===== src/rtl/core/ccrf_ram.sv =====
// Generic simple dual port RAM: one write port, one read port, registered read.
// No dependencies.
module ccrf_ram #(
  parameter int WIDTH = 8,
  parameter int DEPTH = 64
) (
  input  logic                     clk_i,
  input  logic                     we_i,
  input  logic [$clog2(DEPTH)-1:0] waddr_i,
  input  logic [WIDTH-1:0]         wdata_i,
  input  logic                     re_i,
  input  logic [$clog2(DEPTH)-1:0] raddr_i,
  output logic [WIDTH-1:0]         rdata_o
);

  logic [WIDTH-1:0] mem_q [DEPTH];
  logic [WIDTH-1:0] rdata_q;

  always_ff @(posedge clk_i) begin
    if (we_i) begin
      mem_q[waddr_i] <= wdata_i;
    end
    if (re_i) begin
      rdata_q <= mem_q[raddr_i];
    end
  end

  assign rdata_o = rdata_q;

endmodule


===== config.mk =====
export PLATFORM = sky130hd
export DESIGN_NAME = ccrf_ram
export DESIGN_NICKNAME = d
export VERILOG_FILES = /design/src/rtl/core/ccrf_ram.sv
export SDC_FILE = /design/constraint.sdc
export NUM_CORES = 1
export LEC_CHECK = 0
export BUFFER_PORTS_ARGS = -buffer_cell sky130_fd_sc_hd__buf_2
export CAP_MARGIN = 15
export CORE_UTILIZATION = 62
export CTS_CLUSTER_DIAMETER = 60
export CTS_CLUSTER_SIZE = 25
export DETAILED_ROUTE_END_ITERATION = 8
export PLACE_DENSITY = 0.86
export SETUP_SLACK_MARGIN = 0.5
export SLEW_MARGIN = 40
export SYNTH_ARGS = -nofsm -noshare
export SYNTH_HDL_FRONTEND = slang
export SYNTH_SLANG_ARGS = --single-unit

===== constraint.sdc =====
create_clock -name clk_i -period 2.65 [get_ports clk_i]
set_input_delay 0.265 -clock clk_i [delete_from_list [all_inputs] [get_ports clk_i]]
set_output_delay 0.265 -clock clk_i [all_outputs]
set_load 0.1 [all_outputs]

Word-level counts from Yosys, hierarchy flattened
Memories as Yosys holds them, arrays and structs flattened. A register that Yosys moved wholly into a read port is not among the register bits. Index checks and enable logic that the tools add are counted.

Flip-flop bits (word level): 0. Bits in writable memories: 512. Output and inout bits: 8. Logic and storage cells: 3. Memories kept: 1.

Memory list: mem_q (depth 64, width 8, rd ports 1, clocked after memory_dff 1, wr ports 1, RTL line 16) `logic [WIDTH-1:0] mem_q [DEPTH];`.

Multiplexer cells: 2.

Operators by type and width (count): 1-bit 2-to-1 mux (2).

Longest topological paths before layout
Depth in word-level cells: 2. Depth in mapped cells: 9.

Least setup slack after synthesis
OpenSTA, ideal clock, no wires.

Path kind: in2reg. From: input port raddr_i[1]. To: register rdata_q[3] (netlist: rdata_o[3]) (read register of mem_q), data pin. Arrival time: 1.805 ns. Setup slack: 0.579 ns. Stages on the path: 7. Path through: buf_4 buf_2 buf_2 mux4_2 mux4_2 o21ai_1 o41ai_1.

RTL lines: from (decl) (RTL line 12) `input logic [$clog2(DEPTH)-1:0] raddr_i,`; to (decl) (RTL line 17) `logic [WIDTH-1:0] rdata_q;`.

==> out/summary.md <==
STA
• **setup skew after layout** 0.0220 ns
• **setup repair after global routing missed its margin** true
• **fin crit share** 0.824
• **number of pins exceeding their max-slew limit in the final report** 0
• **hold slack final** 0.0708 ns
• **post-layout min period** 2.18 ns
• **Final Setup Violations** 0
• **relative max-transition margin** 0.523
• **achievable clock frequency** 458 MHz
• **Fin. Hold Viols** 0
• **Slew @ Worst Pin** 0.715 ns

Synthesis
• **Post-Syn Area per Cell** 21.5 µm²
• **netlist area before placement** 20,200 µm²
• **Post-Syn Nets** 963
• **number of warnings issued by yosys** 0
• **synthesized instance count** 940
• **Async S/R FF share, synth** 0
• **biggest area contributors in the synthesized netlist** sky130_fd_sc_hd__edfxtp_1 (77%), sky130_fd_sc_hd__mux4_2 (14%), sky130_fd_sc_hd__nor2_1 (1.5%), sky130_fd_sc_hd__mux2i_1 (1.1%), sky130_fd_sc_hd__mux2_2 (0.72%)
• **share of Yosys cell area claimed by the top area cell type** 0.771
• **Post-synth EDFFs** 520
• **top_reg_cell synth** sky130_fd_sc_hd__edfxtp_1
• **portion of the post-synthesis area used by sequential elements** 0.771
• **Synth Register Bits** 520
• **most area-hungry cell type in the Yosys netlist** sky130_fd_sc_hd__edfxtp_1
• **number of distinct library cells after synthesis** 39

Worst hold path
• **startpoint of the lowest-slack hold path** re_i
• **end point of the worst hold path** rdata_o[0]$_DFFE_PP_
• **worst hold stages** 1
• **worst min-delay path class** in2reg

Floorplan
• **starting density of the core** 0.635
• **Die ar.** 33,400 µm²
• **I/O Pins** 31
• **area of the core** 31,900 µm²
• **Die H** 183 µm
• **row count** 65
• **Die X-Extent** 183 µm

Critical path
• **flop-to-flop setup slack** 0.47 ns
• **kind of critical path** reg2reg
• **worst endpoint required time** 2.98 ns
• **count of buffer and inverter cells on the critical path** 0
• **arrival time at the worst endpoint** 2.51 ns
• **cell-by-cell listing of the critical path** mux4_2 > mux2_2 > o221a_4 > nor3_4 > o32ai_2
• **startpoint kind of the worst setup timing path** flop
• **Slowest Stage Delay on Critical Path** 0.51 ns
• **cell family with most CP delay** multiplexers
• **Critical Path Slowest Stage Cell** sky130_fd_sc_hd__mux4_2
• **critical-path maximum fanout** 1
• **kind of capture point of the worst setup path** flop
• **startpoint of the worst-slack reg-to-reg timing path** mem_q[21][4]$_DFFE_PP_
• **length in cells of the worst reg-to-reg path** 5
• **Reg2Reg Capture Point** rdata_o[4]$_DFFE_PP_

Pwr
• **proportion of power drawn by flip-flops and latches** 0.590
• **peak ir drop on the vdd network** 0.603 mV
• **internal cell power** 12.0 mW
• **logic gate share of total power** 0.063
• **switching part of the total** 0.223
• **Lkg Pwr** 7.22 nW
• **power density relative to cell area** 683 nW/µm²
• **clock network power share** 0.347
• **net switching power** 3.45 mW

GRT
• **GRT Overall Usage** 0.290
• **final global-route overflow total** 0
• **first-pass GRT wire length** 68.6 mm
• **number of global-route vias before repair** 10,600
• **pin count of the biggest net entering global routing** 65
• **antenna violations before repair** 3

Status
• **status** finished, final reports clean

Final layout
• **final-stage net count** 1,084
• **Finished Cell Area** 22,700 µm²
• **fraction of layout instances using a drive strength above 1** 0.310
• **Syn-to-layout area delta** 12.0%

Drt
• **post-route antenna net violation count** 0
• **count of vias placed by the detailed router** 10,400
• **post-DR vias/cell** 6.82
• **Iter 0 DRT Violations** 1,596
• **number of design rule violations left after detail routing** 0
• **Detailed Routing Iterations Pass 1** 5
• **routed length per instance** 30.8 µm
• **total wirelength of the detailed-routed design** 46.9 mm

CTS
• **CTS Root Cell** sky130_fd_sc_hd__clkbuf_16
• **Setup Buffers After CTS** 0
• **clock transition at the registers of the reported paths** 0.09 ns
• **Skew-Pair Late Insertion Delay** 0.59 ns
• **clock buffer count from CTS** 31
• **number of clock sinks** 520
• **maximum level of the CTS H-tree** 1
• **CTS tree** done
• **Post-CTS Hold Fix Bufs** 0
• **number of buffers on the longest clock path** 3

Run
• **number of maximum-capacitance constraint violations** 0

Place
• **global placement routability congestion** 0.887
• **post-placement cell area** 21,500 µm²
• **number of buffers inserted by port buffering** 30
• **post-detail-place hpwl** 29.2 mm

## how the worst max path moves through the flow
stage	startpoint	slack, ns	cells past startpoint	to
after floorplan	raddr_i[1]	0.58	7	rdata_o[3]$_DFFE_PP_
after global placement	raddr_i[1]	-0.002	7	rdata_o[3]$_DFFE_PP_
after detailed placement	raddr_i[0]	0.03	7	rdata_o[0]$_DFFE_PP_
after CTS	mem_q[21][4]$_DFFE_PP_	0.50	5	rdata_o[4]$_DFFE_PP_
after global routing	mem_q[21][4]$_DFFE_PP_	0.41	5	rdata_o[4]$_DFFE_PP_
final	mem_q[21][4]$_DFFE_PP_	0.47	5	rdata_o[4]$_DFFE_PP_
## metal layers
metal / global-route usage / vias to the layer above / share of wire
li1: - / 4160 / -
met1: 0.390 / 5287 / 0.34
met2: 0.480 / 800 / 0.50
met3: 0.0569 / 137 / 0.12
met4: 0.105 / 2 / 0.037
met5: 0 / - / 0.00023
## power groups by stage
stage / Combinational, mW / Clock, mW / Sequential (mW)
final: 0.978 / 5.38 / 9.13
after global routing: 1.02 / 5.69 / 9.14
after CTS: 0.960 / 5.42 / 9.13
after detailed placement: 0.942 / 0 / 9.32
after global placement: 0.904 / 0 / 9.31
after floorplan: 0.485 / 0 / 9.39
## stage by stage
stage | worst slack, ns | cells | power (mW) | TNS [ns] | utilization
floorplan | 0.579 | 940 | 9.88 | 0 | -
global placement | -0.00209 | 1463 | 10.2 | -0.00209 | 0.675
detailed placement | 0.0344 | 1463 | 10.3 | 0 | 0.676
CTS | 0.502 | 1521 | 15.5 | 0 | 0.710
global route | 0.408 | 1521 | 15.8 | 0 | 0.711
finish | 0.467 | 1522 | 15.5 | 0 | 0.711
## sequential cells by signal, indices dropped and copies added (netlist names)
register,count
rdata_o,8
mem_q,512
## worst reg2reg max path, cell delays in order, from the launching register on
cell	delay [ns]
sky130_fd_sc_hd__edfxtp_1	0.41
sky130_fd_sc_hd__mux4_2	0.51
sky130_fd_sc_hd__mux2_2	0.30
sky130_fd_sc_hd__o221a_4	0.29
sky130_fd_sc_hd__nor3_4	0.30
sky130_fd_sc_hd__o32ai_2	0.13
## cell type report
cell class | count | area [µm²]
Timing Repair Buffer | 139 | 1060
Tap cell | 435 | 544
Antenna cell | 1 | 2.50
Clock buffer | 33 | 783
Clock inverter | 25 | 315
Sequential cell | 520 | 15600
Fill cell | 1792 | 9210
Multi-Input combinational cell | 369 | 4350
## cell usage in the layout (no fill, tap or decap), types with 7 or more instances in the layout
cell	netlist	final
sky130_fd_sc_hd__buf_2	11	25
sky130_fd_sc_hd__buf_4	13	107
sky130_fd_sc_hd__clkbuf_16	0	31
sky130_fd_sc_hd__edfxtp_1	520	520
sky130_fd_sc_hd__mux2_2	13	13
sky130_fd_sc_hd__mux2i_1	23	23
sky130_fd_sc_hd__mux4_2	126	126
sky130_fd_sc_hd__nand2_1	19	19
sky130_fd_sc_hd__nand2b_1	7	7
sky130_fd_sc_hd__nand3_1	13	13
sky130_fd_sc_hd__nor2_1	83	82
sky130_fd_sc_hd__nor2b_1	14	14
sky130_fd_sc_hd__o221ai_1	8	8
sky130_fd_sc_hd__o22ai_1	8	8
## what timing repair did
item,4_1_cts,5_1_grt
gates resized for setup,2,4
pin swaps,1,2
endpoints found under the setup margin,1,3
## logic make-up after synthesis
| logic type | after synthesis | share of synthesized area |
|---|---|---|
| AO/OA/AOI/OAI | 54 | 0.0206 |
| buffers and inverters | 51 | 0.0156 |
| multiplexers | 162 | 0.159 |
| flip-flops | 520 | 0.771 |
| AND/OR/NAND/NOR | 153 | 0.0337 |
## synth_stat cells (3+ instances only)
library cell	count
sky130_fd_sc_hd__mux4_2	126
sky130_fd_sc_hd__a21oi_1	3
sky130_fd_sc_hd__nand2b_1	7
sky130_fd_sc_hd__nand3b_1	3
sky130_fd_sc_hd__buf_6	4
sky130_fd_sc_hd__clkbuf_1	17
sky130_fd_sc_hd__a211oi_1	4
sky130_fd_sc_hd__a221oi_1	6
sky130_fd_sc_hd__o2bb2ai_1	3
sky130_fd_sc_hd__mux2_2	13
sky130_fd_sc_hd__nor3_1	7
sky130_fd_sc_hd__a22oi_1	3
sky130_fd_sc_hd__nand3_1	13
sky130_fd_sc_hd__buf_1	4
sky130_fd_sc_hd__buf_2	11
sky130_fd_sc_hd__nor2_1	83
sky130_fd_sc_hd__nor2b_1	14
sky130_fd_sc_hd__o22ai_1	8
sky130_fd_sc_hd__o221ai_1	8
sky130_fd_sc_hd__nand2_1	19
sky130_fd_sc_hd__o2111ai_1	3
sky130_fd_sc_hd__mux2i_1	23
sky130_fd_sc_hd__buf_4	13
sky130_fd_sc_hd__edfxtp_1	520
Power figures use the tool's default switching activity.
