### src/rtl/core/ccrf_pkg.sv
// Shared types, codes and helpers for the chain code region fill block.
// No dependencies; ccrf_stack and chain_code_region_fill import this package, ccrf_ram does not.
package ccrf_pkg;

  localparam int GRID_SIZE_DEF   = 256;
  localparam int STACK_DEPTH_DEF = 64;

  // item modes
  localparam logic [2:0] MODE_CLEAR = 3'd0;
  localparam logic [2:0] MODE_START = 3'd1;
  localparam logic [2:0] MODE_TRACE = 3'd2;
  localparam logic [2:0] MODE_FILL  = 3'd3;
  localparam logic [2:0] MODE_READ  = 3'd4;

  // chain code directions, counterclockwise from right, y grows upward
  localparam logic [2:0] DIR_R  = 3'd0;
  localparam logic [2:0] DIR_UR = 3'd1;
  localparam logic [2:0] DIR_U  = 3'd2;
  localparam logic [2:0] DIR_UL = 3'd3;
  localparam logic [2:0] DIR_L  = 3'd4;
  localparam logic [2:0] DIR_DL = 3'd5;
  localparam logic [2:0] DIR_D  = 3'd6;
  localparam logic [2:0] DIR_DR = 3'd7;

  // stored cell labels, equal to the reported codes
  localparam logic [1:0] LBL_OUT  = 2'd0;
  localparam logic [1:0] LBL_IN   = 2'd1;
  localparam logic [1:0] LBL_EDGE = 2'd2;

  typedef struct packed {
    logic [2:0] mode;
    logic [7:0] pos_x;
    logic [7:0] pos_y;
    logic [2:0] direction;
  } ccrf_in_t;

  typedef struct packed {
    logic [1:0] cell_label;
    logic       stack_overflow;
    logic       position_error;
  } ccrf_out_t;

  typedef struct packed {
    logic clear;
    logic push;
    logic pop;
  } stk_cmd_t;

  typedef struct packed {
    logic empty;
    logic full;
  } stk_stat_t;

  // inside turns outside, edge stays, anything else turns inside
  function automatic logic [1:0] lbl_toggle(input logic [1:0] lbl);
    logic [1:0] res;
    res = LBL_IN;
    if (lbl == LBL_IN) begin
      res = LBL_OUT;
    end else if (lbl == LBL_EDGE) begin
      res = LBL_EDGE;
    end
    return res;
  endfunction

endpackage

### src/rtl/core/ccrf_ram.sv
// Generic simple dual port RAM: one write port, one read port, registered read.
// No dependencies.
module ccrf_ram #(
  parameter int WIDTH = 8,
  parameter int DEPTH = 64
) (
  input  logic                     clk_i,
  input  logic                     we_i,
  input  logic [$clog2(DEPTH)-1:0] waddr_i,
  input  logic [WIDTH-1:0]         wdata_i,
  input  logic                     re_i,
  input  logic [$clog2(DEPTH)-1:0] raddr_i,
  output logic [WIDTH-1:0]         rdata_o
);

  logic [WIDTH-1:0] mem_q [DEPTH];
  logic [WIDTH-1:0] rdata_q;

  always_ff @(posedge clk_i) begin
    if (we_i) begin
      mem_q[waddr_i] <= wdata_i;
    end
    if (re_i) begin
      rdata_q <= mem_q[raddr_i];
    end
  end

  assign rdata_o = rdata_q;

endmodule

### src/rtl/core/ccrf_stack.sv
// Column stack: fill count in flops, entries in a ccrf_ram instance.
// Depends on ccrf_pkg and ccrf_ram. Pop data is registered and appears in the cycle after the pop.
module ccrf_stack #(
  parameter int DEPTH = 64,
  parameter int WIDTH = 8
) (
  input  logic                clk_i,
  input  logic                rst_ni,
  input  ccrf_pkg::stk_cmd_t  cmd_i,
  input  logic [WIDTH-1:0]    data_i,
  output logic [WIDTH-1:0]    data_o,
  output ccrf_pkg::stk_stat_t stat_o
);
  import ccrf_pkg::*;

  localparam int SCW = $clog2(DEPTH + 1);
  localparam int SAW = $clog2(DEPTH);

  logic [SCW-1:0] count_q, count_d;
  logic [SCW-1:0] cnt_m1;

  assign cnt_m1       = count_q - SCW'(1);
  assign stat_o.empty = (count_q == '0);
  assign stat_o.full  = (count_q == SCW'(DEPTH));

  always_comb begin
    count_d = count_q;
    if (cmd_i.clear) begin
      count_d = '0;
    end else if (cmd_i.push) begin
      count_d = count_q + SCW'(1);
    end else if (cmd_i.pop) begin
      count_d = cnt_m1;
    end
  end

  always_ff @(posedge clk_i or negedge rst_ni) begin
    if (!rst_ni) begin
      count_q <= '0;
    end else begin
      count_q <= count_d;
    end
  end

  ccrf_ram #(
    .WIDTH(WIDTH),
    .DEPTH(DEPTH)
  ) u_ram (
    .clk_i  (clk_i),
    .we_i   (cmd_i.push),
    .waddr_i(count_q[SAW-1:0]),
    .wdata_i(data_i),
    .re_i   (cmd_i.pop),
    .raddr_i(cnt_m1[SAW-1:0]),
    .rdata_o(data_o)
  );

  a_push_pop_excl: assert property (@(posedge clk_i) disable iff (!rst_ni)
    !(cmd_i.push && cmd_i.pop))
    else $error("stack push and pop in one cycle");

  a_count_bound: assert property (@(posedge clk_i) disable iff (!rst_ni)
    count_q <= SCW'(DEPTH))
    else $error("stack count above depth");

  a_no_push_full: assert property (@(posedge clk_i) disable iff (!rst_ni)
    cmd_i.push |-> !stat_o.full)
    else $error("push into a full stack");

  a_no_pop_empty: assert property (@(posedge clk_i) disable iff (!rst_ni)
    cmd_i.pop |-> !stat_o.empty)
    else $error("pop from an empty stack");

endmodule

### config.mk
export PLATFORM = sky130hd
export DESIGN_NAME = ccrf_stack
export DESIGN_NICKNAME = d
export VERILOG_FILES = /design/src/rtl/core/ccrf_pkg.sv /design/src/rtl/core/ccrf_ram.sv /design/src/rtl/core/ccrf_stack.sv
export SDC_FILE = /design/constraint.sdc
export NUM_CORES = 1
export LEC_CHECK = 0
export ABC_AREA = 0
export BUFFER_PORTS_ARGS = -buffer_cell sky130_fd_sc_hd__buf_2
export CORE_AREA = 2 2 229 231
export CTS_CLUSTER_SIZE = 16
export DETAILED_ROUTE_END_ITERATION = 10
export DIE_AREA = 0 0 231 233
export GPL_TIMING_DRIVEN = 0
export PLACE_DENSITY = 0.53
export SETUP_SLACK_MARGIN = 0.2
export SYNTH_ARGS = -nofsm -noshare
export SYNTH_HDL_FRONTEND = slang
export SYNTH_HIERARCHICAL = 1
export SYNTH_SLANG_ARGS = --single-unit
### constraint.sdc
create_clock -name clk_i -period 4.05 [get_ports clk_i]
set_input_delay 0.405 -clock clk_i [delete_from_list [all_inputs] [get_ports clk_i]]
set_output_delay 0.405 -clock clk_i [all_outputs]
set_load 0.02 [all_outputs]
**Word-level counts from Yosys, hierarchy flattened**

Memory sizes are Yosys's and may differ from the RTL's. A register that Yosys moved wholly into a read port is not among the register bits.
Index checks and enable logic that the tools add are counted.

- Register bits: 7
- Bits in latches: 0
- RAM bits: 512
- Bits in read-only memories: 0
- Bits of input ports: 13
- Output and inout bits: 10
- Word-level logic and storage cells: 12
- Memories kept: 1

- $add $sub $neg: 2
- Multipliers: 0
- Div/mod/pow operators: 0
- $lt $le $gt $ge: 0
- Eq/ne operators: 1
- Shift operators: 0
- Muxes and demuxes: 5
- Bitwise logic cells: 0
- Reduce and logical (&&, ||, !) cells: 2

Memory list:

| memory | words | width | read ports | clocked after Yosys merged registers in | wr ports | RTL line | text |
|---|---|---|---|---|---|---|---|
| u_ram.mem_q | 64 | 8 | 1 | 1 | 1 | ccrf_ram.sv:16 | `logic [WIDTH-1:0] mem_q [DEPTH];` |

Operators with widths:

| cell | count |
|---|---|
| two-way mux 7 bit | 3 |
| adder 7 x 1 -> 7 bit, second input constant | 1 |
| equality test 7 bit, second input constant | 1 |
| zero test 7 bit | 1 |
| subtractor 7 x 1 -> 7 bit, second input constant | 1 |
| nonzero test 3 bit | 1 |
| two-way mux 1 bit | 2 |

**Depth between registers and ports, before layout**

Gate-level depths: netlist of run 1.

- Depth after elaboration: 4
- Mapped depth: 12
- Gate-level depth less buffers: 9

**Modules after synthesis**

Netlist of run 1, hierarchy kept.

Modules (own cells, without submodules):

| module | times used | cells each | area an instance (um2) | sequential area each (um2) |
|---|---|---|---|---|
| ccrf_ram | 1 | 940 | 20246.9 | 15615.0 |
| ccrf_stack | 1 | 63 | 595.6 | 175.2 |

**Worst setup path before layout of run 1**

No wires, ideal clock.

- Kind: register -> register
- Start: register count_q[0]
- End: register u_ram.rdata_q[3] (netlist: u_ram/rdata_o[3]) (read register of u_ram.mem_q), data pin
- Library setup time: 0.274 ns
- Data arrival time: 2.590 ns
- Data required time: 3.776 ns
- Path slack: 1.187 ns
- Cell stages (with the launch flop): 11
- Clock period less this slack: 2.863 ns
- Cells stage by stage: dfrtp_1 inv_1 ha_1 inv_1 buf_4 buf_2 buf_2 mux4_2 mux4_2 o21ai_1 o41ai_1

- Word-level cells in the longest chain between the ends: 1

RTL lines:

| element | RTL line | text |
|---|---|---|
| start, declared | ccrf_stack.sv:19 | `logic [SCW-1:0] count_q, count_d;` |
| start signal, assigned | ccrf_stack.sv:41 | `count_q <= count_d;` |
| subtractor 7 x 1 -> 7 bit | ccrf_stack.sv:22 | `assign cnt_m1 = count_q - SCW'(1);` |
| named net cnt_m1[0] | ccrf_stack.sv:20 | `logic [SCW-1:0] cnt_m1;` |
| end, declared | ccrf_ram.sv:17 | `logic [WIDTH-1:0] rdata_q;` |

The timed path passes the listed nets, and every way through them passes these cells.
A chain may end at the register's enable or synchronous reset.

**Worst setup path after layout of run 1**

- Start: register count_q[2]
- End: register u_ram.rdata_q[0] (netlist: u_ram/rdata_o[0]) (read register of u_ram.mem_q), data pin

The elaborated chain is that of the path after synthesis.

==> results of run 1 <==
==> what timing repair did <==
action,4_1_cts,5_1_grt
hold endpoints to repair,7,0
hold buffers,1,0
endpoints found under the setup margin,8,8
setup buffers,2,3
resized for setup,23,6
==> synth_stat cells, drive strengths merged (5+ instances only) <==
cell type	n	share of area, %
clkbuf	18	0.32
nor2	93	1.7
nand3	13	0.31
edfxtp	520	75
dfrtp	7	0.84
mux2i	23	1.1
nor3	10	0.29
nand2	22	0.40
o22ai	8	0.24
nor2b	18	0.54
nand2b	7	0.21
a22oi	5	0.20
mux4	126	14
mux2	17	0.94
o221ai	8	0.34
a221oi	7	0.29
buf	37	1.3
==> report_power, final <==
| part | internal (mW) | switching [mW] |
|---|---|---|
| clock | 3.18 | 2.06 |
| combinational | 0.791 | 1.36 |
| sequential | 6.09 | 0.0294 |
| total | 10.1 | 3.45 |
==> critical path: stages (launching register included) <==
cell and delay (ns):
dfrtp_1 0.42, buf_6 0.16, nor3_4 0.26, xor2_1 0.19, buf_2 0.38, clkbuf_1 0.73, mux4_2 0.43, mux2i_1 0.34
o2111ai_1 0.24, nand2_1 0.14, o2bb2ai_1 0.13
==> metal layers <==
layer / wire length [um] / share of wire (%)
met1: 23000 / 44
met2: 24300 / 46
met3: 3920 / 7.5
met4: 1110 / 2.1
met5: 0 / 0
==> cells by family after synthesis <==
family | Yosys count | synth area share, %
buffers and inverters | 59 | 1.71
muxes | 166 | 15.7
DFF | 527 | 75.8
and+or+nand+nor | 183 | 4.25
adders and majority gates | 3 | 0.180
xor gates and xnor gates | 5 | 0.210
AOI/OAI and AO/OA | 60 | 2.23
==> stage by stage <==
stage / setup slack, ns / instance area (um2) / util (%) / TNS, ns / hold slack, ns
after floorplan: 1.19 / 20800 / - / 0 / 0.109
after global placement: -0.932 / 21800 / 42.7 / -5.75 / 0.253
after detailed placement: -0.857 / 21800 / 42.7 / -5.54 / 0.257
after CTS: 0.0763 / 23800 / 46.5 / 0 / 0.145
after global routing: 0.147 / 23800 / 46.6 / 0 / 0.165
final: 0.309 / 23800 / 46.6 / 0 / 0.174
==> final timing paths <==
kind                            start               end  slack (ns)  cells after the start
setup / recovery           count_q[2]  u_ram/rdata_o[0]        0.31                     10
hold / removal                 rst_ni        count_q[6]        0.17                      2
setup reg to reg           count_q[2]  u_ram/rdata_o[0]        0.31                     10
hold reg to reg            count_q[6]        count_q[6]        0.66                      2
max in group asynchronous      rst_ni        count_q[0]        3.67                      2
min in group clk_i           cmd_i[2]        count_q[4]        0.20                      3
==> final cells by class <==
class	instances	area, um2	share of cell area (%)
flip-flops and latches	527	15800	66.3
plain buffers	55	367	1.54
clock buffers	63	1410	5.90
inverters	4	18.8	0.0788
repair buffers	28	158	0.662
well taps	680	851	3.57
multi-input cells	417	4770	20.0
clock inverters	37	459	1.93
==> registers in the layout (all words and copies together) (netlist names) <==
name	count
u_ram/rdata_o	8
u_ram/mem_q	512
count_q	7
==> impl_metrics.env, run 1 <==
export IMPL_use_met3_pct=4.40
export IMPL_grt_max_degree=65
export IMPL_timing_final_max_slew_violations=0
export IMPL_drt_total_wl_um=52400
export IMPL_wl_per_cell_um=28.9
export IMPL_peakVddDrop_mv=0.356
export IMPL_io_buffers=22
export IMPL_cts_tree="built"
export IMPL_fillers=4313
export IMPL_final_cell_mix="edfxtp_1 (520), mux4_2 (126), nor2_1 (93)"
export IMPL_tightest_slew_ns=1.31
export IMPL_cts_made_buffers=54
export IMPL_holdCritPathClass="in2async"
export IMPL_total_leakage_power_nw=7.56
export IMPL_io_pins=23
export IMPL_period_share_pct=92.4
export IMPL_fin_crit_ns=3.74
export IMPL_die_area_mm2=0.0538
export IMPL_layout_commonest_cell="edfxtp_1"
export IMPL_area_delta_synth_final_pct=14.3
export IMPL_crit_fanout=10
export IMPL_p_per_area_mw_per_mm2=567
export IMPL_grt_usage_pct=19.9
export IMPL_layoutNonFillerInstCount=1811
export IMPL_slew_headroom_pct=12.9
export IMPL_required_ns=4.36
export IMPL_fp_dieW_um=231
export IMPL_drc_errors=0
export IMPL_synth_area_per_cell_um2=20.8
export IMPL_synth_area_mm2=0.0208
export IMPL_row_count=83
export IMPL_drtPass1Iterations=5
export IMPL_nets=1103
export IMPL_rsz0062_at_grt="true"
export IMPL_ys_warnings_count=6
export IMPL_status="completed"
export IMPL_hold_viol=0
export IMPL_grt_pass1_vias=10400
export IMPL_synth_cell_types=54
export IMPL_end_kind="register"
export IMPL_clock_path_buffers=3
export IMPL_drive_above_1_share_pct=27.5
export IMPL_dieHeight_um=233
export IMPL_gr_total_overflow=0
export IMPL_post_dp_hpwl_um=33100
export IMPL_clkTransAtPathRegs_ns=0.06
export IMPL_finalPower_mw=13.5
export IMPL_drv_cap=0
export IMPL_use_met1_pct=28.6
export IMPL_grt_use_met2_pct=30.9
export IMPL_drtIter0Drc=1107
export IMPL_htree_levels=2
export IMPL_clock_sinks=527
export IMPL_fmax_ghz=0.267
export IMPL_synth_edff_count=520
export IMPL_via_per_inst=5.70
export IMPL_crit_type="reg2reg"
export IMPL_place_inst=1705
export IMPL_async_reset_ff_share_pct=1.33
export IMPL_start_util_pct=40.8
export IMPL_place_congestion=0.858
export IMPL_grt_busiest_layer="met2"
export IMPL_clkLatencyLatePin_ns=0.61
export IMPL_skew_ns=0.0247
export IMPL_diodes=0
export IMPL_vias=10300
export IMPL_antenna_left=0
export IMPL_ys_seq_elements=527
export IMPL_synthesis_nets=1019
export IMPL_clockRootBuffer="clkbuf_16"
export IMPL_critPathLaunchType="register"
export IMPL_core_mm2=0.0511
export IMPL_antenna_found_initial=0
export IMPL_crit_arrival_ns=4.05
export IMPL_grt_pass1_wl_um=74800
export IMPL_setup_viol=0
export IMPL_ys_seq_area_share_pct=75.8
export IMPL_yosys_most_used_dff="edfxtp_1"
export IMPL_syn_inst=1003
No activity file was read; power rests on OpenSTA's default activity.
==> run 2: changes to the inputs <==
Settings changed: BUFFER_PORTS_ARGS -buffer_cell sky130_fd_sc_hd__buf_2 to -buffer_cell sky130_fd_sc_hd__clkbuf_2, CORE_AREA 2 2 229 231 to 2 2 273 194, DIE_AREA 0 0 231 233 to 0 0 275 196.
==> run 2 against run 1 <==
Compared with the run above:
- total power shrank 6.2%
- critical path depth up 2
- wire length increased by 3.7%
- utilization fell by 0.89 points
- sequential share of layout area rose by 0.75 points
- non-clock buffer count increased by 3
- final cell count fell by 0.22%
- largest cell class unchanged
- highest routed layer unchanged
==> impl_metrics.env, run 2 (synthesis gave the netlist of run 1 again) <==
export IMPL_status="completed"
export IMPL_vias=10500
export IMPL_worstReg2RegEnd="u_ram/rdata_o[5]"
export IMPL_drtPass1Iterations=6
export IMPL_diodes=0
export IMPL_reg2reg_slack_ns=0.31
export IMPL_io_pins=23
export IMPL_antenna_left=0
export IMPL_setup_viol=0
export IMPL_rsz0062_at_grt="true"
export IMPL_swShare_pct=26.7
export IMPL_cts_tree="built"
export IMPL_via_per_inst=5.82
export IMPL_p_seq_share_pct=48.4
export IMPL_pwr_share_clk_pct=34.5
export IMPL_crit_type="reg2reg"
export IMPL_final_cell_mix="edfxtp_1 (520), mux4_2 (126), nor2_1 (93)"
export IMPL_tightest_slew_ns=1.22
export IMPL_fin_crit_ns=3.74
export IMPL_internal_power_mw=9.29
export IMPL_hold_slack_ns=0.204
export IMPL_end_kind="register"
export IMPL_timing_final_max_slew_violations=0
export IMPL_crit_arrival_ns=4.03
export IMPL_slowest_stage="dfrtp_2"
export IMPL_top_register="u_ram/mem_q"
export IMPL_clockRootBuffer="clkbuf_16"
export IMPL_critPathBufInv=6
export IMPL_grt_pass1_wl_um=76200
export IMPL_htree_levels=2
export IMPL_place_congestion=0.852
export IMPL_largest_register_ffs=512
export IMPL_grt_max_degree=65
export IMPL_drv_cap=0
export IMPL_hold_end="count_q[4]"
export IMPL_nets=1102
export IMPL_slew_headroom_pct=18.3
export IMPL_clkLatencyLatePin_ns=0.57
export IMPL_grt_pass1_vias=10200
export IMPL_pwr_share_comb_pct=17.1
export IMPL_total_leakage_power_nw=7.42
export IMPL_period_share_pct=92.4
export IMPL_grt_usage_pct=20.4
export IMPL_cts_made_buffers=50
export IMPL_gr_total_overflow=0
export IMPL_dieHeight_um=196
export IMPL_cp_top_family="buffers and inverters"
export IMPL_fmax_ghz=0.267
export IMPL_die_area_mm2=0.0539
export IMPL_io_buffers=22
export IMPL_layout_commonest_cell="edfxtp_1"
export IMPL_antenna_found_initial=1
export IMPL_drc_errors=0
export IMPL_skew_ns=0.0106
export IMPL_holdCritPathClass="in2reg"
export IMPL_clock_path_buffers=3
export IMPL_fp_dieW_um=275
export IMPL_fillers=4340
export IMPL_hp_start="cmd_i[2]"
export IMPL_area_delta_synth_final_pct=13.0
export IMPL_power_switching_mw=3.38
export IMPL_p_per_area_mw_per_mm2=538
export IMPL_drtIter0Drc=1508
export IMPL_hold_viol=0
export IMPL_post_dp_hpwl_um=34700
export IMPL_critPathMaxStageDelay_ns=0.51
export IMPL_crit_chain="inv_1, ha_1, inv_1, buf_4, buf_6, buf_4, clkbuf_4, mux4_2, mux2i_1, a21oi_1, o21ai_1, o41ai_1"
export IMPL_core_mm2=0.0515
export IMPL_clkTransAtPathRegs_ns=0.06
export IMPL_row_count=70
export IMPL_setup_tns_ns=0
export IMPL_drive_above_1_share_pct=26.1
export IMPL_min_path_cells=3
export IMPL_required_ns=4.34
export IMPL_reg2reg_from="count_q[0]"
export IMPL_start_util_pct=40.5
export IMPL_drt_total_wl_um=54300
export IMPL_critPathLaunchType="register"
export IMPL_reg2reg_depth=12
export IMPL_clock_sinks=527
export IMPL_wl_per_cell_um=30.1
export IMPL_peakVddDrop_mv=0.315
export IMPL_crit_fanout=11
-- run 2: cell types whose count changed in the layout (fill, tap and decap cells not counted), sizes merged --
cell | previous run | this run
buf | 62 | 49
bufinv | 11 | 0
clkbuf | 83 | 107
clkinv | 22 | 17
clkinvlp | 3 | 0
-- run 2: layer usage --
| layer | vias up | wire, um | GRT usage (%) |
|---|---|---|---|
| li1 | 4317 | - | - |
| met1 | 5652 | 26000 | 33.7 |
| met3 | 85 | 5000 | 4.46 |
| met2 | 471 | 22300 | 27.2 |
| met5 | - | 0 | 0 |
| met4 | 0 | 1100 | 4.58 |
-- run 2: final cells by class --
class | instances | area (um2) | area share, %
buffer | 55 | 374 | 1.59
clock buffer | 71 | 1400 | 5.96
clock inverter | 18 | 83.8 | 0.356
inverter | 4 | 15.0 | 0.0637
multi-input combinational | 417 | 4750 | 20.2
sequential | 527 | 15800 | 67.0
tap | 684 | 856 | 3.63
timing repair buffer | 31 | 280 | 1.19
-- run 2: stage by stage --
stage	power (mW)	setup WS, ns	cell area (um2)	util [%]	std cells
6_report	12.7	0.306	23600	45.7	1807
5_1_grt	13.1	0.153	23600	45.7	1807
4_1_cts	12.7	0.192	23300	45.3	1799
3_5_place_dp	8.34	-0.501	21800	42.3	1709
3_3_place_gp	8.33	-0.562	21800	42.3	1709
2_1_floorplan	7.46	1.19	20800	-	1003
-- run 2: worst register-to-register path, delay by kind of cell, from the launching register on --
family          cells  cell delay [ns]
mux                 2             0.72
fa+ha+maj           1             0.37
buf+inv             6             1.52
flops               1             0.51
compound gates      3             0.35
-- run 2: power by group through the flow --
stage               Clock, mW  Sequential (mW)  Combinational, mW
CTS                      4.46             6.14               2.10
global route             4.67             6.14               2.27
floorplan                   0             6.27               1.20
detailed placement          0             6.26               2.08
global placement            0             6.26               2.07
finish                   4.37             6.13               2.17
-- run 2: worst max path at each step --
stage | from | endpoint | depth (start not counted)
floorplan | count_q[0] | u_ram/rdata_o[3] | 10
global placement | count_q[0] | u_ram/rdata_o[6] | 11
detailed placement | count_q[0] | u_ram/rdata_o[6] | 11
CTS | count_q[0] | u_ram/rdata_o[6] | 11
global route | count_q[0] | u_ram/rdata_o[6] | 11
finish | count_q[0] | u_ram/rdata_o[5] | 12
-- run 2: repair_timing --
item | 4_1_cts | 5_1_grt
setup endpoints to repair | 8 | 8
hold buffers | 1 | 0
gates resized for setup | 16 | 14
hold endpoints to repair | 7 | 0
setup buffers | 0 | 0
==> run 3: changes to the inputs <==
Settings changed: PLACE_DENSITY 0.53 to 0.55, SLEW_MARGIN set to 20.
Clock period 4.05 ns to 3.3 ns, I/O delays scaled along.
==> run 3 against run 2 <==
Compared with the run above:
- sequential share of layout area fell by 1.6 points
- non-clock buffer count decreased by 1
- utilization rose by 1.1 points
- sequential power grew 23%
- global-route usage is 0.24 points lower
- flip-flop and latch count unchanged
- hold slack got worse by 0.089 ns
- highest routed layer is now met5
==> impl_metrics.env, run 3 (synthesis gave the netlist of run 1 again) <==
export IMPL_antenna_found_initial=3
export IMPL_fmax_ghz=0.327
export IMPL_top_register="u_ram/mem_q"
export IMPL_grt_pass1_vias=10100
export IMPL_path_depth=10
export IMPL_drt_total_wl_um=53600
export IMPL_cts_tree="built"
export IMPL_reg2reg_from="count_q[0]"
export IMPL_drtIter0Drc=1171
export IMPL_grt_max_degree=65
export IMPL_cp_top_family="multiplexers"
export IMPL_crit_type="reg2reg"
export IMPL_peakVddDrop_mv=0.381
export IMPL_finalPower_mw=16.5
export IMPL_status="completed"
export IMPL_htree_levels=2
export IMPL_use_met3_pct=6.41
export IMPL_grt_usage_pct=20.2
export IMPL_grt_pass1_wl_um=75400
export IMPL_via_per_inst=5.85
export IMPL_skew_ns=0.0262
export IMPL_crit_arrival_ns=3.37
export IMPL_largest_register_ffs=512
export IMPL_clkLatencyLatePin_ns=0.58
export IMPL_grt_busiest_layer="met1"
export IMPL_clock_path_buffers=3
export IMPL_fp_dieW_um=275
export IMPL_place_congestion=0.828
export IMPL_slew_headroom_pct=26.9
export IMPL_use_met1_pct=32.0
export IMPL_crit_fanout=10
export IMPL_hold_slack_ns=0.115
export IMPL_hold_viol=0
export IMPL_post_dp_hpwl_um=34100
export IMPL_path_common_cell="mux4_2"
export IMPL_start_util_pct=40.5
export IMPL_critPathLaunchType="register"
export IMPL_die_area_mm2=0.0539
export IMPL_fin_crit_ns=3.06
export IMPL_vias=10600
export IMPL_fillers=4277
export IMPL_end_kind="register"
export IMPL_worstReg2RegEnd="u_ram/rdata_o[1]"
export IMPL_p_per_area_mw_per_mm2=686
export IMPL_reg2reg_depth=10
export IMPL_gr_total_overflow=0
export IMPL_slowest_stage="mux4_2"
export IMPL_core_mm2=0.0515
export IMPL_drive_above_1_share_pct=30.3
export IMPL_holdCritPathClass="in2reg"
export IMPL_crit_end="u_ram/rdata_o[1]"
export IMPL_clkTransAtPathRegs_ns=0.06
export IMPL_wl_per_cell_um=29.6
export IMPL_nets=1101
export IMPL_rsz0062_at_grt="true"
export IMPL_clockRootBuffer="clkbuf_16"
export IMPL_critPathBufInv=4
export IMPL_grt_use_met2_pct=27.0
export IMPL_drtPass1Iterations=5
export IMPL_area_delta_synth_final_pct=15.8
export IMPL_cts_made_buffers=50
export IMPL_reg2reg_slack_ns=0.24
export IMPL_setup_viol=0
export IMPL_clock_sinks=527
export IMPL_drc_errors=0
export IMPL_tightest_slew_ns=1.09
export IMPL_layout_commonest_cell="edfxtp_1"
export IMPL_io_pins=23
export IMPL_drv_cap=0
export IMPL_required_ns=3.60
export IMPL_period_share_pct=92.8
export IMPL_antenna_left=0
export IMPL_final_cell_mix="edfxtp_1 (520), mux4_2 (126), nor2_1 (88)"
export IMPL_critPathMaxStageDelay_ns=0.55
export IMPL_startpoint="count_q[0]"
export IMPL_row_count=70
export IMPL_crit_chain="clkinvlp_4, ha_1, inv_1, buf_12, buf_6, mux4_2, mux4_2, nor2_1, nor3_1, o2bb2ai_2"
export IMPL_total_leakage_power_nw=7.63
export IMPL_io_buffers=22
export IMPL_timing_final_max_slew_violations=0
export IMPL_dieHeight_um=196
-- run 3: cell count changes in the layout (fill, tap and decap cells not counted), moves of 6 or more --
cell,previous run,this run
clkbuf_1,30,15
buf_6,6,20
buf_2,15,5
bufinv_16,0,8
clkbuf_4,4,11
mux2i_1,20,14
-- run 3: worst min path at each step --
stage               startpoint          to  slack [ns]  depth (start not counted)
floorplan               rst_ni  count_q[0]        0.03                          0
global placement        rst_ni  count_q[5]        0.18                          1
finish                cmd_i[2]  count_q[4]        0.11                          3
CTS                   cmd_i[2]  count_q[4]        0.08                          3
detailed placement      rst_ni  count_q[6]        0.19                          1
global route            rst_ni  count_q[6]        0.13                          2
-- run 3: area by class of cell --
class	instances	area (um2)	share of cell area, %
flip-flops and latches	527	15800	65.5
clock buffers	60	1350	5.61
well taps	684	856	3.55
repair buffers	30	218	0.902
diodes	2	5.00	0.0207
inverters	4	18.8	0.0778
plain buffers	55	536	2.22
clock inverters	33	353	1.46
multi-input cells	417	5000	20.7
-- run 3: repair_timing --
| action | 4_1_cts | 5_1_grt |
|---|---|---|
| hold endpoints to repair | 7 | 0 |
| gates resized for setup | 86 | 41 |
| hold buffers | 1 | 0 |
| setup endpoints to repair | 8 | 72 |
| pin swaps | 1 | 2 |
| setup buffers | 5 | 1 |
| gates cloned | 1 | 0 |
-- run 3: report_power, final --
group	internal, mW	switching [mW]
clock network	3.54	2.44
logic	1.21	1.84
registers	7.48	0.0442
-- run 3: metal layers --
| layer | vias up | share of wire, % |
|---|---|---|
| met4 | 2 | 1.7 |
| li1 | 4329 | - |
| met1 | 5693 | 46 |
| met5 | - | 0.024 |
| met3 | 68 | 11 |
| met2 | 506 | 41 |
-- run 3: worst reg2reg max path: cells and delay by family, from the launching register on --
family	cells	cell delay, ns
fa+ha+maj	1	0.34
mux	2	0.88
compound gates	1	0.20
flops	1	0.39
simple gates	2	0.39
buf+inv	4	0.60
-- run 3: per-stage QoR --
step,instances,setup TNS [ns],utilization (%),setup WS [ns],area (um2)
CTS,1809,0,46.5,0.210,23900
detailed placement,1709,-9.71,42.4,-1.30,21800
global placement,1709,-9.27,42.3,-1.25,21800
finish,1812,0,46.9,0.239,24100
floorplan,1003,0,-,0.437,20800
global route,1810,0,46.8,0.176,24100
